$ cat config.mk
export PLATFORM = sky130hd
export DESIGN_NAME = piat_ctrl
export DESIGN_NICKNAME = d
export VERILOG_FILES = /design/src/sv/piat_pkg.sv /design/src/sv/piat_ctrl.sv
export SDC_FILE = /design/constraint.sdc
export NUM_CORES = 1
export LEC_CHECK = 0
export BUFFER_PORTS_ARGS = -buffer_cell sky130_fd_sc_hd__buf_2
export CAP_MARGIN = 30
export CORE_MARGIN = 5
export CORE_UTILIZATION = 50
export CTS_BUF_LIST = sky130_fd_sc_hd__clkbuf_4
export CTS_CLUSTER_SIZE = 8
export DETAILED_ROUTE_END_ITERATION = 12
export PLACE_DENSITY_LB_ADDON = 0.3
export SETUP_SLACK_MARGIN = 0.15
export SLEW_MARGIN = 20
export SYNTH_ARGS = -nofsm -noshare
export SYNTH_HDL_FRONTEND = slang
export SYNTH_SLANG_ARGS = --single-unit
$ cat constraint.sdc
create_clock -name clk -period 2.43 [get_ports clk]
set_input_delay 0.1215 -clock clk [delete_from_list [all_inputs] [get_ports clk]]
set_output_delay 0.1215 -clock clk [all_outputs]
set_load 0.02 [all_outputs]
$ cat src/sv/piat_pkg.sv
// ----------------------------------------------------------------------------
// piat_pkg
// Shared types and constants of the invoice acceptance table.
// ----------------------------------------------------------------------------
package piat_pkg;

  localparam int TableDepth = 16;
  localparam int KeyWords   = 4;
  localparam int IdxW       = $clog2(TableDepth);
  localparam int CntW       = $clog2(TableDepth + 1);
  localparam int WordW      = $clog2(KeyWords);
  localparam int MemAw      = $clog2(TableDepth * KeyWords);

  typedef logic [2:0] status_t;
  localparam status_t StOk          = 3'd0;
  localparam status_t StUnknown     = 3'd1;
  localparam status_t StExpired     = 3'd2;
  localparam status_t StAmountLow   = 3'd3;
  localparam status_t StWrongSecret = 3'd4;
  localparam status_t StPaid        = 3'd5;
  localparam status_t StLockLow     = 3'd6;
  localparam status_t StFull        = 3'd7;

  typedef logic [1:0] req_t;
  localparam req_t ReqAdd   = 2'd0;
  localparam req_t ReqCheck = 2'd1;
  localparam req_t ReqPrune = 2'd2;
  localparam req_t ReqClear = 2'd3;

  localparam logic [1:0] LastWord = 2'(KeyWords - 1);

  // Datapath operations issued by the controller.
  typedef enum logic [3:0] {
    OpNone,
    OpLatch,      // capture request fields
    OpStage,      // write a staging word
    OpAddMeta,    // write metadata of the new entry
    OpAddKey,     // write one key word of the new entry
    OpRdKey,      // issue key read of entry idx, word
    OpCmpKey,     // compare key word read data
    OpRdSec,      // issue secret read
    OpCmpSec,     // compare secret word read data
    OpPay,        // set paid flag of entry idx
    OpMoveMeta,   // copy metadata src -> dst
    OpMoveWord,   // copy one word from registered read data
    OpClear       // empty table
  } op_t;

  typedef struct packed {
    op_t              op;
    logic [IdxW-1:0]  idx;
    logic [IdxW-1:0]  dst;
    logic [WordW-1:0] word;
  } cmd_t;

  typedef struct packed {
    logic [CntW-1:0] count;
    req_t            req;
    logic            key_eq;    // all key words compared so far equal
    logic            sec_eq;
    logic            paid;      // paid flag of entry idx
    logic            expired;   // entry idx expired at latched time
    logic            amt_low;
    logic            sec_req;   // entry idx wants a secret
    logic            has_sec;
    logic            lock_low;
  } stat_t;

endpackage

$ cat src/sv/piat_ctrl.sv
// ----------------------------------------------------------------------------
// piat_ctrl
// Request sequencer: add, lookup walk, prune compaction and clear.
// ----------------------------------------------------------------------------
module piat_ctrl (
  input  logic                      clk,
  input  logic                      rst,
  input  logic                      start,
  input  logic [1:0]                word_index,
  output logic                      busy,
  output piat_pkg::cmd_t            cmd,
  input  piat_pkg::stat_t           stat,
  output logic [piat_pkg::CntW-1:0] count_set,
  output logic                      count_we,
  output logic                      done,
  output logic [2:0]                status,
  output logic [4:0]                removed_total,
  output logic [4:0]                entries_used
);
  import piat_pkg::*;

  typedef enum logic [3:0] {
    S_IDLE, S_DISPATCH, S_ADDKEY, S_LRD, S_LCMP, S_LNEXT, S_SRD, S_SCMP,
    S_DECIDE, S_PTEST, S_PMOVE, S_PWORD, S_DONE
  } state_t;

  state_t          state;
  logic [IdxW-1:0] idx, dst;
  logic [CntW-1:0] keep, scan, rem;
  logic [WordW-1:0] word;
  logic            wlast;
  status_t         res;

  assign busy  = (state != S_IDLE);
  assign wlast = (word == WordW'(KeyWords - 1));

  // Command decode
  always_comb begin
    cmd.op   = OpNone;
    cmd.idx  = idx;
    cmd.dst  = dst;
    cmd.word = word;
    unique case (state)
      S_IDLE:
        if (start) cmd.op = (word_index == LastWord) ? OpLatch : OpStage;
      S_ADDKEY: cmd.op = OpAddKey;
      S_LRD:    cmd.op = OpRdKey;
      S_LCMP:   cmd.op = OpCmpKey;
      S_SRD:    cmd.op = OpRdSec;
      S_SCMP:   cmd.op = OpCmpSec;
      S_PWORD:  cmd.op = OpMoveWord;
      default:  cmd.op = OpNone;
    endcase
    // metadata of a new entry goes to the slot at the current count
    if (state == S_DISPATCH && stat.req == ReqAdd && stat.count < CntW'(TableDepth)) begin
      cmd.op  = OpAddMeta;
      cmd.idx = stat.count[IdxW-1:0];
    end
    if (state == S_DISPATCH && stat.req == ReqClear) cmd.op = OpClear;
    if (state == S_DECIDE && !stat.paid && !stat.expired && !stat.amt_low &&
        !(stat.sec_req && !(stat.has_sec && stat.sec_eq)) && !stat.lock_low)
      cmd.op = OpPay;
    if (state == S_PMOVE) cmd.op = OpMoveMeta;
  end

  always_comb begin
    count_we  = 1'b0;
    count_set = stat.count + 1'b1;
    if (state == S_DISPATCH && stat.req == ReqAdd && stat.count < CntW'(TableDepth))
      count_we = 1'b1;
    if (state == S_PTEST && scan >= stat.count) begin
      count_we  = 1'b1;
      count_set = keep;
    end
  end

  // Sequencer state and result registers
  always_ff @(posedge clk) begin
    if (rst) begin
      state <= S_IDLE;
      done  <= 1'b0;
    end else begin
      done <= 1'b0;
      unique case (state)
        S_IDLE:
          if (start && word_index == LastWord) state <= S_DISPATCH;
        S_DISPATCH: begin
          word <= '0;
          res  <= StOk;
          rem  <= '0;
          unique case (stat.req)
            ReqAdd: begin
              idx <= stat.count[IdxW-1:0];
              if (stat.count >= CntW'(TableDepth)) begin
                res   <= StFull;
                state <= S_DONE;
              end else begin
                state <= S_ADDKEY;
              end
            end
            ReqCheck: begin
              idx  <= '0;
              scan <= '0;
              if (stat.count == '0) begin
                res   <= StUnknown;
                state <= S_DONE;
              end else begin
                state <= S_LRD;
              end
            end
            ReqPrune: begin
              idx   <= '0;
              scan  <= '0;
              keep  <= '0;
              state <= S_PTEST;
            end
            default: state <= S_DONE;
          endcase
        end
        S_ADDKEY: begin
          word <= word + 1'b1;
          if (wlast) state <= S_DONE;
        end
        S_LRD: state <= S_LCMP;
        S_LCMP: begin
          word <= word + 1'b1;
          state <= wlast ? S_LNEXT : S_LRD;
        end
        S_LNEXT: begin
          word <= '0;
          if (stat.key_eq) begin
            state <= S_SRD;
          end else if (scan + 1'b1 >= stat.count) begin
            res   <= StUnknown;
            state <= S_DONE;
          end else begin
            scan  <= scan + 1'b1;
            idx   <= idx + 1'b1;
            state <= S_LRD;
          end
        end
        S_SRD: state <= S_SCMP;
        S_SCMP: begin
          word <= word + 1'b1;
          state <= wlast ? S_DECIDE : S_SRD;
        end
        S_DECIDE: begin
          priority if (stat.paid) res <= StPaid;
          else if (stat.expired) res <= StExpired;
          else if (stat.amt_low) res <= StAmountLow;
          else if (stat.sec_req && !(stat.has_sec && stat.sec_eq)) res <= StWrongSecret;
          else if (stat.lock_low) res <= StLockLow;
          else res <= StOk;
          state <= S_DONE;
        end
        S_PTEST: begin
          word <= '0;
          if (scan >= stat.count) begin
            state <= S_DONE;
          end else if (stat.paid || stat.expired) begin
            rem  <= rem + 1'b1;
            scan <= scan + 1'b1;
            idx  <= idx + 1'b1;
          end else if (keep == scan) begin
            keep <= keep + 1'b1;
            scan <= scan + 1'b1;
            idx  <= idx + 1'b1;
          end else begin
            dst   <= keep[IdxW-1:0];
            state <= S_PMOVE;
          end
        end
        S_PMOVE: state <= S_PWORD;
        S_PWORD: begin
          // read data of word w is registered, present in the cycle after its read address;
          // address stays on idx/word, so each word passes through S_PMOVE and S_PWORD
          word <= word + 1'b1;
          if (wlast) begin
            keep  <= keep + 1'b1;
            scan  <= scan + 1'b1;
            idx   <= idx + 1'b1;
            state <= S_PTEST;
          end else begin
            state <= S_PMOVE;
          end
        end
        S_DONE: begin
          done          <= 1'b1;
          status        <= res;
          removed_total <= 5'(rem);
          entries_used  <= 5'(stat.count);
          state         <= S_IDLE;
        end
        default: state <= S_IDLE;
      endcase
    end
  end
endmodule

==> report_table.html, run 1 <==
<table>
<tr><th>Metric</th><th>Value</th></tr>
<tr><th colspan="2">Run status</th></tr>
<tr><td>Result of the run</td><td>finished, violations left</td></tr>
<tr><td>Violated checks</td><td>hold timing, setup timing</td></tr>
<tr><th colspan="2">Floorplanning</th></tr>
<tr><td>Overall die height</td><td>87.5 um</td></tr>
<tr><td>Area of the core region</td><td>5890 um2</td></tr>
<tr><td>Die area</td><td>7650 um2</td></tr>
<tr><td>Floorplan die width</td><td>87.5 um</td></tr>
<tr><td>Starting Density</td><td>51.0%</td></tr>
<tr><td>Number of primary I/O pins</td><td>55</td></tr>
<tr><td>Standard-cell row count</td><td>28</td></tr>
<tr><th colspan="2">Power and ir drop</th></tr>
<tr><td>Clock Power Share</td><td>25.7%</td></tr>
<tr><td>Maximum resistive drop on vdd</td><td>378 uV</td></tr>
<tr><td>Switching Fraction</td><td>30.0%</td></tr>
<tr><td>Total Power</td><td>1.86 mW</td></tr>
<tr><td>Part of the power in combinational logic</td><td>25.6%</td></tr>
<tr><td>Total net switching power</td><td>557 uW</td></tr>
<tr><td>Ratio of total power to cell area</td><td>468 nW/um2</td></tr>
<tr><td>Pint</td><td>1.30 mW</td></tr>
<tr><td>Leakage power summed over all cells</td><td>1.60 nW</td></tr>
<tr><td>Sequential group share of total power</td><td>48.7%</td></tr>
<tr><th colspan="2">Critical path</th></tr>
<tr><td>Worst path top cell family by delay</td><td>compound AO/OA/AOI/OAI gates</td></tr>
<tr><td>Max stage delay on crit path</td><td>460 ps</td></tr>
<tr><td>Critical path buffer and inverter count</td><td>1</td></tr>
<tr><td>Critical path class</td><td>flip-flop to flip-flop</td></tr>
<tr><td>Data arrival time of the critical path</td><td>2610 ps</td></tr>
<tr><td>Ordered cell list for the critical path</td><td>buf_6, nand3_2, xnor2_2, ha_1, nand2_1, nor2_2, a21oi_2, nand3_1, a2111o_1, nor2_4</td></tr>
<tr><td>Critical path fanouts, max</td><td>5</td></tr>
<tr><td>Nature of the critical path endpoint</td><td>flip-flop</td></tr>
<tr><td>Req. time, crit path</td><td>2530 ps</td></tr>
<tr><td>Cell type of the slowest stage on the worst timing path</td><td>edfxtp_1</td></tr>
<tr><td>Kind of start point of the critical path</td><td>flip-flop</td></tr>
<tr><th colspan="2">STA</th></tr>
<tr><td>RSZ-0062 raised after global routing</td><td>true</td></tr>
<tr><td>Period utilization</td><td>103%</td></tr>
<tr><td>Layout Skew</td><td>18.3 ps</td></tr>
<tr><td>Post-route worst setup slack</td><td>-78.7 ps</td></tr>
<tr><td>Number of endpoints failing setup at the final stage</td><td>22</td></tr>
<tr><td>Worst Hold Margin</td><td>-2.71 ps</td></tr>
<tr><td>Transition time of the tightest slew-check pin</td><td>502 ps</td></tr>
<tr><td>Tightest slew margin relative to the limit</td><td>66.1%</td></tr>
<tr><td>Max-slew violation count</td><td>0</td></tr>
<tr><td>Number of hold-slack violations in the final timing report</td><td>1</td></tr>
<tr><td>Peak clock frequency supported by timing</td><td>399 MHz</td></tr>
<tr><td>Clock period minus final worst setup slack</td><td>2510 ps</td></tr>
<tr><th colspan="2">Clock tree</th></tr>
<tr><td>Clock network latency to the later pin of the worst-skew pair</td><td>370 ps</td></tr>
<tr><td>Clock input transition at the sequential cells of the worst setup and hold paths</td><td>150 ps</td></tr>
<tr><td>Total CTS buffers</td><td>5</td></tr>
<tr><td>Max H-tree Level</td><td>2</td></tr>
<tr><td>Clock tree from TritonCTS</td><td>built</td></tr>
<tr><td>Maximum clock insertion buffer count</td><td>2</td></tr>
<tr><td>Cell at the root of the clock tree</td><td>clkbuf_4</td></tr>
<tr><td>Clk sinks</td><td>46</td></tr>
<tr><th colspan="2">Global routing</th></tr>
<tr><td>Antenna violations before repair</td><td>0</td></tr>
<tr><td>Leftover overflow at the end of global routing</td><td>0</td></tr>
<tr><td>Overall routing resource usage</td><td>21.5%</td></tr>
<tr><td>Via count of the first global-routing pass</td><td>2687</td></tr>
<tr><td>First-pass GRT wire length</td><td>12900 um</td></tr>
<tr><td>Largest net degree at the start of global routing</td><td>23</td></tr>
<tr><th colspan="2">Drt</th></tr>
<tr><td>Total via count after detailed routing</td><td>2820</td></tr>
<tr><td>Wire length after detailed routing</td><td>8810 um</td></tr>
<tr><td>DRC viols</td><td>0</td></tr>
<tr><td>Initial DRC count</td><td>250</td></tr>
<tr><td>Wirelength per Cell</td><td>18.6 um</td></tr>
<tr><td>Total iterations of the first detailed-routing run</td><td>5</td></tr>
<tr><td>Number of vias per cell</td><td>5.95</td></tr>
<tr><td>Detail Route Antenna Nets</td><td>0</td></tr>
<tr><th colspan="2">Placement</th></tr>
<tr><td>Pre-CTS worst setup slack</td><td>-13.9 ps</td></tr>
<tr><td>Count of buffers inserted at the top-level ports</td><td>54</td></tr>
<tr><td>Weighted congestion reported at the end of routability-driven placement</td><td>0.941</td></tr>
<tr><td>Half-perimeter wire length after detailed placement</td><td>5910 um</td></tr>
<tr><th colspan="2">Logic synthesis</th></tr>
<tr><td>Post-synthesis cell type count</td><td>52</td></tr>
<tr><td>Mean instance size in the synthesized netlist</td><td>9.53 um2</td></tr>
<tr><td>Library cell occupying the most area in the post-synthesis netlist</td><td>edfxtp_1</td></tr>
<tr><td>Post-Synthesis Net Count</td><td>356</td></tr>
<tr><td>Number of enable-type register cells in the synthesized netlist</td><td>41</td></tr>
<tr><td>Cell area after synthesis</td><td>3000 um2</td></tr>
<tr><td>Synth warnings</td><td>0</td></tr>
<tr><td>Most used standard cell by instance count after synthesis</td><td>edfxtp_1</td></tr>
<tr><td>Top cells by instance count after synthesis</td><td>41 x edfxtp_1, 39 x nor2_1, 32 x nand2_1, 24 x o21ai_0, 21 x ha_1</td></tr>
<tr><td>Post-synthesis async set-or-reset flop share</td><td>0%</td></tr>
<tr><td>Fraction of post-synthesis cell area in the top cell type by area</td><td>41.0%</td></tr>
<tr><td>Register area share after synthesis</td><td>44.4%</td></tr>
<tr><td>Mapped Cells</td><td>315</td></tr>
<tr><td>Most area-consuming cells after synthesis</td><td>edfxtp_1 41%, ha_1 8.8%, nor2_1 4.9%</td></tr>
<tr><td>Leading register cell type out of synthesis</td><td>edfxtp_1</td></tr>
<tr><td>Flop and latch count out of synthesis</td><td>46</td></tr>
<tr><th colspan="2">Finish</th></tr>
<tr><td>Antenna diode count</td><td>0</td></tr>
<tr><td>Share of cells above drive strength 1</td><td>35.6%</td></tr>
<tr><td>Relative area change from synthesis to final layout</td><td>32.1%</td></tr>
<tr><td>Layout Nets</td><td>439</td></tr>
<tr><td>Final core area utilization</td><td>67.3%</td></tr>
<tr><th colspan="2">Hold path</th></tr>
<tr><td>Class of the worst hold path</td><td>input pin to flip-flop</td></tr>
<tr><th colspan="2">Flow run</th></tr>
<tr><td>Max-cap violation count</td><td>0</td></tr>
</table>
[logic make-up after synthesis]
family                     share of synthesized area [%]
and+or+nand+nor                                     19.9
AOI/OAI and AO/OA                                   17.2
DFF                                                 44.4
buffers and inverters                               3.79
adders and majority gates                           8.76
xor gates and xnor gates                            5.55
muxes                                              0.375
[final timing paths]
kind	startpoint	slack, ps	to	cells past startpoint
worst max-delay path	scan[2]	-80	scan[4]	10
worst min-delay path	stat[11]	-3	entries_used[1]	1
worst max register to register	scan[2]	-80	scan[4]	10
worst min register to register	res[1]	440	status[1]	0
[layout by cell type (no fill, tap or decap), types with 3 or more instances in the layout]
master	synthesis	routed
buf_6	0	12
nand2_1	32	25
and2_1	3	3
o21ai_0	24	19
ha_1	21	16
clkbuf_4	0	6
a31oi_1	6	6
dfxtp_1	5	4
a21o_1	4	4
edfxtp_1	41	41
ha_4	0	5
nor3_1	6	6
nor2_1	39	34
xor2_1	10	9
buf_4	3	26
nor2_4	0	3
a32oi_1	3	3
a21oi_2	1	4
nand2_2	0	5
a21oi_1	14	11
inv_1	14	13
nor2_2	1	3
or2_2	3	3
nor4_2	0	3
nor2b_1	8	7
nand3_1	11	8
nand3b_1	3	3
o21ai_2	0	3
nand2b_1	3	3
buf_2	4	49
a21boi_0	4	4
xnor2_1	9	7
[metal layers]
metal	vias to the layer above	GRT usage, %	routed length, um
li1	1322	-	-
met1	1330	28.0	3490
met2	148	37.3	4490
met3	20	3.03	602
met4	0	5.72	226
met5	-	0	0
[final cells by class]
type	count	area, um2
timing repair buffer	88	586
fill	433	1920
multi-input combinational	243	1820
inverter	14	55.1
tap	75	93.8
clock inverter	2	33.8
clock buffer	6	45.0
sequential	46	1340
[per-stage QoR]
| step | hold slack, ps | cell area, um2 | std cells | TNS, ps |
|---|---|---|---|---|
| finish | -2.71 | 3960 | 474 | -816 |
| global route | 1.28 | 3960 | 474 | -3270 |
| CTS | 10.0 | 3720 | 467 | -236 |
| detailed placement | 385 | 3490 | 452 | -69.5 |
| global placement | 379 | 3490 | 452 | 0 |
| floorplan | 220 | 3030 | 315 | -2490 |
[power by group through the flow]
stage	Sequential [mW]	Clock, mW	Combinational [mW]
floorplan	0.919	0	0.264
global placement	0.920	0	0.384
finish	0.905	0.476	0.475
CTS	0.903	0.468	0.423
global route	0.908	0.507	0.511
detailed placement	0.922	0	0.390
[flip-flops by register name, summed over array words and instances (netlist names)]
name           cells
scan               5
res                3
state              4
entries_used       5
status             3
word               2
dst                4
rem                5
done               1
idx                4
keep               5
removed_total      5
[repair_timing]
item,CTS,global route
endpoints found under the hold margin,0,1
hold buffers,0,1
gates cloned,1,0
setup endpoints to repair,39,39
gates resized for setup,30,39
setup buffers,6,6
pin swaps,6,10
Note: power is estimated with default switching activity, not from simulation.
==> run 2, diff against run 1 <==
Settings changed: ABC_AREA set to 1, BUFFER_PORTS_ARGS -buffer_cell sky130_fd_sc_hd__buf_2 to unset, DONT_BUFFER_PORTS set to 1, REMOVE_ABC_BUFFERS set to 1.
==> report_table.html, run 2 <==
<table>
<tr><th>Metric</th><th>Value</th></tr>
<tr><th colspan="2">Run status</th></tr>
<tr><td>Result of the run</td><td>finished, final reports clean</td></tr>
<tr><th colspan="2">Drt</th></tr>
<tr><td>Initial DRC count</td><td>257 (+2.8%)</td></tr>
<tr><td>Wirelength per Cell</td><td>16.2 um (-13%)</td></tr>
<tr><td>Detail Route Antenna Nets</td><td>0 (unchanged)</td></tr>
<tr><td>Total iterations of the first detailed-routing run</td><td>5 (unchanged)</td></tr>
<tr><td>DRC viols</td><td>0 (unchanged)</td></tr>
<tr><td>Number of vias per cell</td><td>5.56 (-6.6%)</td></tr>
<tr><td>Wire length after detailed routing</td><td>7790 um (-12%)</td></tr>
<tr><td>Total via count after detailed routing</td><td>2678 (-5.0%)</td></tr>
<tr><th colspan="2">Power and ir drop</th></tr>
<tr><td>Leakage power summed over all cells</td><td>1.64 nW (+2.4%)</td></tr>
<tr><td>Ratio of total power to cell area</td><td>425 nW/um2 (-9.2%)</td></tr>
<tr><td>Maximum resistive drop on vdd</td><td>222 uV (-41%)</td></tr>
<tr><td>Total Power</td><td>1.53 mW (-18%)</td></tr>
<tr><th colspan="2">Critical path</th></tr>
<tr><td>Ordered cell list for the critical path</td><td>ha_4, nand2_1, nor2_2, nand2_2, nand3_1, nand2_2, buf_6, mux2_4</td></tr>
<tr><td>Critical R2R Capture</td><td>res[2]</td></tr>
<tr><td>Critical path fanouts, max</td><td>5 (unchanged)</td></tr>
<tr><td>Critical path's most frequent cell</td><td>nand2_2</td></tr>
<tr><td>Data arrival time of the critical path</td><td>2230 ps (-380 ps)</td></tr>
<tr><td>Worst Reg-to-Reg Cells</td><td>14 (+4)</td></tr>
<tr><td>Flop-to-flop setup slack</td><td>120 ps (+200 ps)</td></tr>
<tr><td>Req. time, crit path</td><td>2310 ps (-220 ps)</td></tr>
<tr><td>Kind of start point of the critical path</td><td>flip-flop</td></tr>
<tr><td>Nature of the critical path endpoint</td><td>output pin</td></tr>
<tr><td>Max stage delay on crit path</td><td>550 ps (+90 ps)</td></tr>
<tr><td>Critical path class</td><td>flip-flop to output pin</td></tr>
<tr><td>Worst R2R Start</td><td>scan[0]</td></tr>
<tr><td>Cell type of the slowest stage on the worst timing path</td><td>edfxtp_1</td></tr>
<tr><th colspan="2">STA</th></tr>
<tr><td>Total negative slack for setup checks</td><td>0 ps (+816 ps)</td></tr>
<tr><td>Number of endpoints failing setup at the final stage</td><td>0 (-100%)</td></tr>
<tr><td>Period utilization</td><td>96.7% (-6.6 points)</td></tr>
<tr><td>Transition time of the tightest slew-check pin</td><td>540 ps (+38.4 ps)</td></tr>
<tr><td>Layout Skew</td><td>15.3 ps (-3.01 ps)</td></tr>
<tr><td>RSZ-0062 raised after global routing</td><td>true</td></tr>
<tr><td>Clock period minus final worst setup slack</td><td>2350 ps (-160 ps)</td></tr>
<tr><td>Worst Hold Margin</td><td>15.2 ps (+17.9 ps)</td></tr>
<tr><td>Peak clock frequency supported by timing</td><td>426 MHz (+6.8%)</td></tr>
<tr><td>Max-slew violation count</td><td>0 (unchanged)</td></tr>
<tr><td>Tightest slew margin relative to the limit</td><td>63.6% (-2.5 points)</td></tr>
<tr><td>Number of hold-slack violations in the final timing report</td><td>0 (-1)</td></tr>
<tr><td>Post-route worst setup slack</td><td>81.3 ps (+160 ps)</td></tr>
<tr><th colspan="2">Logic synthesis</th></tr>
<tr><td>Post-synthesis share of cell area spent on xor and xnor gates</td><td>2.60% (-2.9 points)</td></tr>
<tr><td>Library cell occupying the most area in the post-synthesis netlist</td><td>edfxtp_1</td></tr>
<tr><td>Post-synthesis async set-or-reset flop share</td><td>0% (unchanged)</td></tr>
<tr><td>Largest family of logic cells by synthesized area</td><td>simple AND/OR/NAND/NOR gates</td></tr>
<tr><td>Post-synthesis cell type count</td><td>37 (-29%)</td></tr>
<tr><td>Register area share after synthesis</td><td>43.9% (-0.51 points)</td></tr>
<tr><td>Synth Area in Adders</td><td>8.66% (-0.10 points)</td></tr>
<tr><td>Mean instance size in the synthesized netlist</td><td>8.34 um2 (-12%)</td></tr>
<tr><td>Most used standard cell by instance count after synthesis</td><td>nand2_1</td></tr>
<tr><td>Fraction of synthesized area in multiplexers</td><td>0.371% (-0.0043 points)</td></tr>
<tr><td>Flop and latch count out of synthesis</td><td>46 (unchanged)</td></tr>
<tr><td>Number of enable-type register cells in the synthesized netlist</td><td>41 (unchanged)</td></tr>
<tr><td>Mapped Cells</td><td>364 (+16%)</td></tr>
<tr><td>Top cells by instance count after synthesis</td><td>78 x nand2_1, 50 x inv_1, 42 x nor2_1, 41 x edfxtp_1, 22 x nand3_1</td></tr>
<tr><td>Area fraction in compound gates after synthesis</td><td>9.56% (-7.7 points)</td></tr>
<tr><td>Leading register cell type out of synthesis</td><td>edfxtp_1</td></tr>
<tr><td>Most area-consuming cells after synthesis</td><td>edfxtp_1 41%, nand2_1 9.6%, ha_1 8.7%</td></tr>
<tr><td>Fraction of post-synthesis cell area in the top cell type by area</td><td>40.6% (-0.47 points)</td></tr>
<tr><td>Synth warnings</td><td>0 (unchanged)</td></tr>
<tr><td>Cell area after synthesis</td><td>3040 um2 (+1.2%)</td></tr>
<tr><td>Post-synthesis share of cell area spent on and, or, nand and nor gates</td><td>27.2% (+7.2 points)</td></tr>
<tr><th colspan="2">Floorplanning</th></tr>
<tr><td>Die area</td><td>7730 um2 (+1.0%)</td></tr>
<tr><td>Overall die height</td><td>87.9 um (+0.51%)</td></tr>
<tr><td>Standard-cell row count</td><td>28 (unchanged)</td></tr>
<tr><td>Starting Density</td><td>51.3% (+0.29 points)</td></tr>
<tr><td>Area of the core region</td><td>5920 um2 (+0.60%)</td></tr>
<tr><td>Floorplan die width</td><td>87.9 um (+0.51%)</td></tr>
<tr><td>Number of primary I/O pins</td><td>55 (unchanged)</td></tr>
<tr><th colspan="2">Clock tree</th></tr>
<tr><td>Total CTS buffers</td><td>5 (unchanged)</td></tr>
<tr><td>Cell at the root of the clock tree</td><td>clkbuf_4</td></tr>
<tr><td>Clock tree from TritonCTS</td><td>built</td></tr>
<tr><td>Clock network latency to the later pin of the worst-skew pair</td><td>380 ps (about the same)</td></tr>
<tr><td>Max H-tree Level</td><td>2 (unchanged)</td></tr>
<tr><td>Maximum clock insertion buffer count</td><td>2 (unchanged)</td></tr>
<tr><td>Clk sinks</td><td>46 (unchanged)</td></tr>
<tr><td>Clock input transition at the sequential cells of the worst setup and hold paths</td><td>140 ps (about the same)</td></tr>
<tr><th colspan="2">Finish</th></tr>
<tr><td>Share of cells above drive strength 1</td><td>23.1% (-12 points)</td></tr>
<tr><td>Layout Nets</td><td>447 (+1.8%)</td></tr>
<tr><td>Relative area change from synthesis to final layout</td><td>18.5%</td></tr>
<tr><td>Final std cell area, no fill</td><td>3600 um2 (-9.3%)</td></tr>
<tr><td>Most common cell after layout, fill and taps aside</td><td>nand2_1</td></tr>
<tr><td>Number of standard cells in the layout, taps in and fillers out</td><td>482 (+1.7%)</td></tr>
<tr><td>Final core area utilization</td><td>60.7% (-6.6 points)</td></tr>
<tr><td>Antenna diode count</td><td>0 (unchanged)</td></tr>
<tr><td>Commonest cells after routing, fill and taps aside</td><td>69 x nand2_1, 48 x inv_1, 41 x edfxtp_1, 37 x nor2_1, 29 x buf_4</td></tr>
<tr><td>Number of fill cells</td><td>503 (+16%)</td></tr>
<tr><th colspan="2">Global routing</th></tr>
<tr><td>Antenna violations before repair</td><td>0 (unchanged)</td></tr>
<tr><td>Overall routing resource usage</td><td>19.9% (-1.6 points)</td></tr>
<tr><td>Largest net degree at the start of global routing</td><td>15 (-35%)</td></tr>
<tr><td>First-pass GRT wire length</td><td>12000 um (-6.6%)</td></tr>
<tr><td>Via count of the first global-routing pass</td><td>2499 (-7.0%)</td></tr>
<tr><td>Leftover overflow at the end of global routing</td><td>0 (unchanged)</td></tr>
<tr><th colspan="2">Placement</th></tr>
<tr><td>Pre-CTS worst setup slack</td><td>-19.9 ps (-5.94 ps)</td></tr>
<tr><td>Area after DPL</td><td>3240 um2 (-7.1%)</td></tr>
<tr><td>Placed Cells incl. Taps</td><td>453 (+0.22%)</td></tr>
<tr><td>Weighted congestion reported at the end of routability-driven placement</td><td>0.946 (+0.51%)</td></tr>
<tr><td>Half-perimeter wire length after detailed placement</td><td>5570 um (-5.7%)</td></tr>
<tr><td>Count of buffers inserted at the top-level ports</td><td>0 (-100%)</td></tr>
<tr><th colspan="2">Hold path</th></tr>
<tr><td>Worst Hold Depth</td><td>2 (+1)</td></tr>
<tr><td>Critical hold path startpoint</td><td>stat[14]</td></tr>
<tr><td>Class of the worst hold path</td><td>input pin to flip-flop</td></tr>
<tr><td>Worst Hold Path EP</td><td>res[2]</td></tr>
<tr><th colspan="2">Flow run</th></tr>
<tr><td>Max-cap violation count</td><td>0 (unchanged)</td></tr>
</table>
-- run 2: cell types whose count changed after synthesis, moves of 5 or more --
cell	delta
nor2b_1	-8
nand2_1	+46
a31oi_1	-5
inv_2	+8
xnor2_1	-6
clkbuf_1	-5
o21ai_0	-8
inv_1	+36
nand3_1	+11
o21ai_1	+6
nand2_4	+5
-- run 2: cells by family after synthesis --
logic type                 count (synthesis)
AOI/OAI and AO/OA                         52
xor gates and xnor gates                   9
adders and majority gates                 21
buffers and inverters                     61
DFF                                       46
muxes                                      1
and+or+nand+nor                          174
-- run 2: timing repair --
action	4_1_cts	5_1_grt
gates resized for setup	16	20
endpoints found under the hold margin	11	0
buffers inserted	11	2
hold buffers	7	0
pin swaps	6	6
cloned	1	0
setup endpoints to repair	15	32
-- run 2: critical path, delay by kind of cell, from the launching register on --
family                   cells  cell delay [ps]
flip-flops                   1              550
AND/OR/NAND/NOR              5              480
adder cells (fa/ha/maj)      1              330
multiplexers                 1              330
buffers and inverters        1              150
-- run 2: cell type report --
| cell class | instances | area, um2 | area share (%) |
|---|---|---|---|
| clock buffers | 6 | 45.0 | 1.25 |
| inverters | 59 | 221 | 6.16 |
| flip-flops and latches | 46 | 1330 | 37.0 |
| multi-input cells | 257 | 1600 | 44.4 |
| clock inverters | 2 | 10.0 | 0.278 |
| repair buffers | 37 | 299 | 8.32 |
| well taps | 75 | 93.8 | 2.61 |
-- run 2: worst max path at each step --
stage,start,endpoint,slack [ps]
after floorplan,scan[0],scan[0],-140
after global placement,scan[0],scan[0],80
after detailed placement,scan[0],scan[0],-20
after CTS,scan[0],res[1],100
after global routing,scan[0],res[1],-3
final,scan[4],count_set[1],80
-- run 2: layer usage --
metal | vias to the layer above | part of all wire [%] | GRT usage, %
met1 | 1230 | 42 | 25.7
met2 | 127 | 47 | 33.4
met4 | 0 | 2.5 | 4.74
met5 | - | 0 | 0
met3 | 25 | 8.8 | 5.36
li1 | 1296 | - | -
-- run 2: where the power goes --
part / switching [mW] / internal, mW / leakage, nW
sequential: 0.0158 / 0.870 / 0.424
combinational: 0.166 / 0.104 / 1.18
clock: 0.252 / 0.122 / 0.0354
total: 0.433 / 1.10 / 1.64
==> run 3, diff against run 2 <==
Settings changed: ABC_AREA 1 to unset.
==> report_table.html, run 3 (synthesized netlist as in run 1, its figures left out) <==
<table>
<tr><th>Metric</th><th>Value</th></tr>
<tr><th colspan="2">Global routing</th></tr>
<tr><td>Largest net degree at the start of global routing</td><td>18 (+3)</td></tr>
<tr><td>Antenna violations before repair</td><td>1 (+1)</td></tr>
<tr><td>Overall routing resource usage</td><td>22.5% (+2.6 points)</td></tr>
<tr><td>Leftover overflow at the end of global routing</td><td>0 (unchanged)</td></tr>
<tr><td>Via count of the first global-routing pass</td><td>2673 (+7.0%)</td></tr>
<tr><td>First-pass GRT wire length</td><td>13300 um (+11%)</td></tr>
<tr><th colspan="2">Critical path</th></tr>
<tr><td>Ordered cell list for the critical path</td><td>buf_6, buf_6, inv_4, ha_4, nor2b_4, o21ai_4, a211oi_2, nor2_1, buf_4, buf_6, mux2_4</td></tr>
<tr><td>Critical path class</td><td>flip-flop to output pin</td></tr>
<tr><td>Req. time, crit path</td><td>2310 ps (about the same)</td></tr>
<tr><td>Cell type of the slowest stage on the worst timing path</td><td>edfxtp_1</td></tr>
<tr><td>Kind of start point of the critical path</td><td>flip-flop</td></tr>
<tr><td>Critical path fanouts, max</td><td>5 (unchanged)</td></tr>
<tr><td>Max stage delay on crit path</td><td>470 ps (-80 ps)</td></tr>
<tr><td>Critical path's most frequent cell</td><td>buf_6</td></tr>
<tr><td>Data arrival time of the critical path</td><td>2430 ps (+200 ps)</td></tr>
<tr><td>Nature of the critical path endpoint</td><td>output pin</td></tr>
<tr><th colspan="2">Finish</th></tr>
<tr><td>Most common cell after layout, fill and taps aside</td><td>edfxtp_1</td></tr>
<tr><td>Relative area change from synthesis to final layout</td><td>27.9%</td></tr>
<tr><td>Share of cells above drive strength 1</td><td>27.1% (+4.0 points)</td></tr>
<tr><td>Number of standard cells in the layout, taps in and fillers out</td><td>441 (-8.5%)</td></tr>
<tr><td>Commonest cells after routing, fill and taps aside</td><td>41 x edfxtp_1, 36 x nor2_1, 36 x buf_4, 27 x nand2_1</td></tr>
<tr><td>Number of fill cells</td><td>446 (-11%)</td></tr>
<tr><td>Layout Nets</td><td>405 (-9.4%)</td></tr>
<tr><th colspan="2">Drt</th></tr>
<tr><td>Detail Route Antenna Nets</td><td>0 (unchanged)</td></tr>
<tr><td>Total iterations of the first detailed-routing run</td><td>5 (unchanged)</td></tr>
<tr><td>Wire length after detailed routing</td><td>8760 um (+12%)</td></tr>
<tr><td>Initial DRC count</td><td>274 (+6.6%)</td></tr>
<tr><td>Number of vias per cell</td><td>6.21 (+12%)</td></tr>
<tr><td>DRC viols</td><td>0 (unchanged)</td></tr>
<tr><td>Wirelength per Cell</td><td>19.9 um (+23%)</td></tr>
<tr><td>Total via count after detailed routing</td><td>2739 (+2.3%)</td></tr>
<tr><th colspan="2">Placement</th></tr>
<tr><td>Count of buffers inserted at the top-level ports</td><td>0 (unchanged)</td></tr>
<tr><td>Pre-CTS worst setup slack</td><td>-197 ps (-177 ps)</td></tr>
<tr><td>Weighted congestion reported at the end of routability-driven placement</td><td>0.970 (+2.5%)</td></tr>
<tr><td>Half-perimeter wire length after detailed placement</td><td>6100 um (+9.4%)</td></tr>
<tr><td>Placed Cells incl. Taps</td><td>413 (-8.8%)</td></tr>
<tr><th colspan="2">Floorplanning</th></tr>
<tr><td>Area of the core region</td><td>5890 um2 (-0.59%)</td></tr>
<tr><td>Starting Density</td><td>51.0% (-0.29 points)</td></tr>
<tr><td>Standard-cell row count</td><td>28 (unchanged)</td></tr>
<tr><td>Overall die height</td><td>87.5 um (-0.51%)</td></tr>
<tr><td>Number of primary I/O pins</td><td>55 (unchanged)</td></tr>
<tr><td>Floorplan die width</td><td>87.5 um (-0.51%)</td></tr>
<tr><td>Die area</td><td>7650 um2 (-1.0%)</td></tr>
<tr><th colspan="2">STA</th></tr>
<tr><td>Worst Hold Margin</td><td>-0.0841 ps (-15.3 ps)</td></tr>
<tr><td>Number of endpoints failing setup at the final stage</td><td>19 (+19)</td></tr>
<tr><td>Max-slew violation count</td><td>0 (unchanged)</td></tr>
<tr><td>Tightest slew margin relative to the limit</td><td>64.8% (+1.2 points)</td></tr>
<tr><td>RSZ-0062 raised after global routing</td><td>true</td></tr>
<tr><td>Clock period minus final worst setup slack</td><td>2550 ps (+205 ps)</td></tr>
<tr><td>Period utilization</td><td>105% (+8.4 points)</td></tr>
<tr><td>Peak clock frequency supported by timing</td><td>392 MHz (-8.0%)</td></tr>
<tr><td>Post-route worst setup slack</td><td>-123 ps (-205 ps)</td></tr>
<tr><td>Layout Skew</td><td>17.9 ps (+2.57 ps)</td></tr>
<tr><td>Transition time of the tightest slew-check pin</td><td>515 ps (-24.9 ps)</td></tr>
<tr><td>Number of hold-slack violations in the final timing report</td><td>1 (+1)</td></tr>
<tr><th colspan="2">Clock tree</th></tr>
<tr><td>Clock input transition at the sequential cells of the worst setup and hold paths</td><td>150 ps (about the same)</td></tr>
<tr><td>Clock network latency to the later pin of the worst-skew pair</td><td>370 ps (about the same)</td></tr>
<tr><td>Cell at the root of the clock tree</td><td>clkbuf_4</td></tr>
<tr><td>Clock tree from TritonCTS</td><td>built</td></tr>
<tr><td>Total CTS buffers</td><td>5 (unchanged)</td></tr>
<tr><td>Clk sinks</td><td>46 (unchanged)</td></tr>
<tr><td>Maximum clock insertion buffer count</td><td>2 (unchanged)</td></tr>
<tr><td>Max H-tree Level</td><td>2 (unchanged)</td></tr>
<tr><th colspan="2">Power and ir drop</th></tr>
<tr><td>Leakage power summed over all cells</td><td>1.47 nW (-11%)</td></tr>
<tr><td>Total Power</td><td>1.84 mW (+21%)</td></tr>
<tr><td>Ratio of total power to cell area</td><td>480 nW/um2 (+13%)</td></tr>
<tr><td>Maximum resistive drop on vdd</td><td>235 uV (+5.7%)</td></tr>
<tr><th colspan="2">Flow run</th></tr>
<tr><td>Max-cap violation count</td><td>0 (unchanged)</td></tr>
<tr><th colspan="2">Hold path</th></tr>
<tr><td>Class of the worst hold path</td><td>input pin to flip-flop</td></tr>
<tr><th colspan="2">Run status</th></tr>
<tr><td>Violated checks</td><td>hold timing, setup timing</td></tr>
<tr><td>Result of the run</td><td>finished, violations left</td></tr>
</table>
run 3: cell count changes in the layout (fill, tap and decap cells not counted), sizes merged, moves of 6 or more:
cell	change
nand3	-11
nor2	-8
xnor2	+6
buf	+16
inv	-44
nor2b	+8
nand2	-54
run 3: where the power goes:
| group | switching (mW) | total, mW | internal, mW |
|---|---|---|---|
| Sequential | 0.0225 | 0.906 | 0.884 |
| Combinational | 0.265 | 0.457 | 0.192 |
| Clock | 0.254 | 0.480 | 0.226 |
run 3: area by class of cell:
type / instances / area, um2 / area share [%]
Multi-Input combinational cell: 243 / 1810 / 47.1
Sequential cell: 46 / 1340 / 34.8
Timing Repair Buffer: 54 / 463 / 12.1
Tap cell: 75 / 93.8 / 2.45
Inverter: 14 / 55.1 / 1.44
Clock buffer: 6 / 45.0 / 1.17
Clock inverter: 2 / 33.8 / 0.881
Antenna cell: 1 / 2.50 / 0.0652
run 3: worst max-delay path: cells and delay by family (launching register included):
family                   cells  cell delay, ps
AO/OA/AOI/OAI                2             260
adder cells (fa/ha/maj)      1             200
buffers and inverters        5             580
flip-flops                   1             470
multiplexers                 1             330
AND/OR/NAND/NOR              2             210
run 3: worst paths after layout:
check / from / endpoint / slack, ps / cells past startpoint
worst max-delay path: scan[0] / count_set[1] / -120 / 11
worst min-delay path: stat[10] / idx[0] / -0.08 / 2
worst max register to register: scan[1] / idx[1] / -90 / 11
worst min register to register: res[2] / status[2] / 440 / 0
run 3: timing repair:
| action | in CTS | in global routing |
|---|---|---|
| gates cloned | 1 | 0 |
| hold buffers | 7 | 1 |
| endpoints found under the setup margin | 41 | 41 |
| setup buffers | 4 | 6 |
| pin swaps | 11 | 14 |
| resized for setup | 31 | 37 |
| hold endpoints to repair | 11 | 3 |
run 3: per-stage QoR:
stage               TNS [ps]  area, um2  utilization (%)
finish                 -1290       3840             65.2
detailed placement     -1760       3300             56.1
floorplan              -2150       2940                -
global placement        -692       3300             56.1
global route           -3310       3840             65.2
CTS                     -207       3590             61.0
run 3: per-layer routing:
metal,vias up,GRT usage [%],share of wire (%)
met5,-,0,0
met4,0,8.65,2.2
met3,24,5.11,8.9
met2,162,37.6,50
met1,1297,28.2,39
li1,1256,-,-
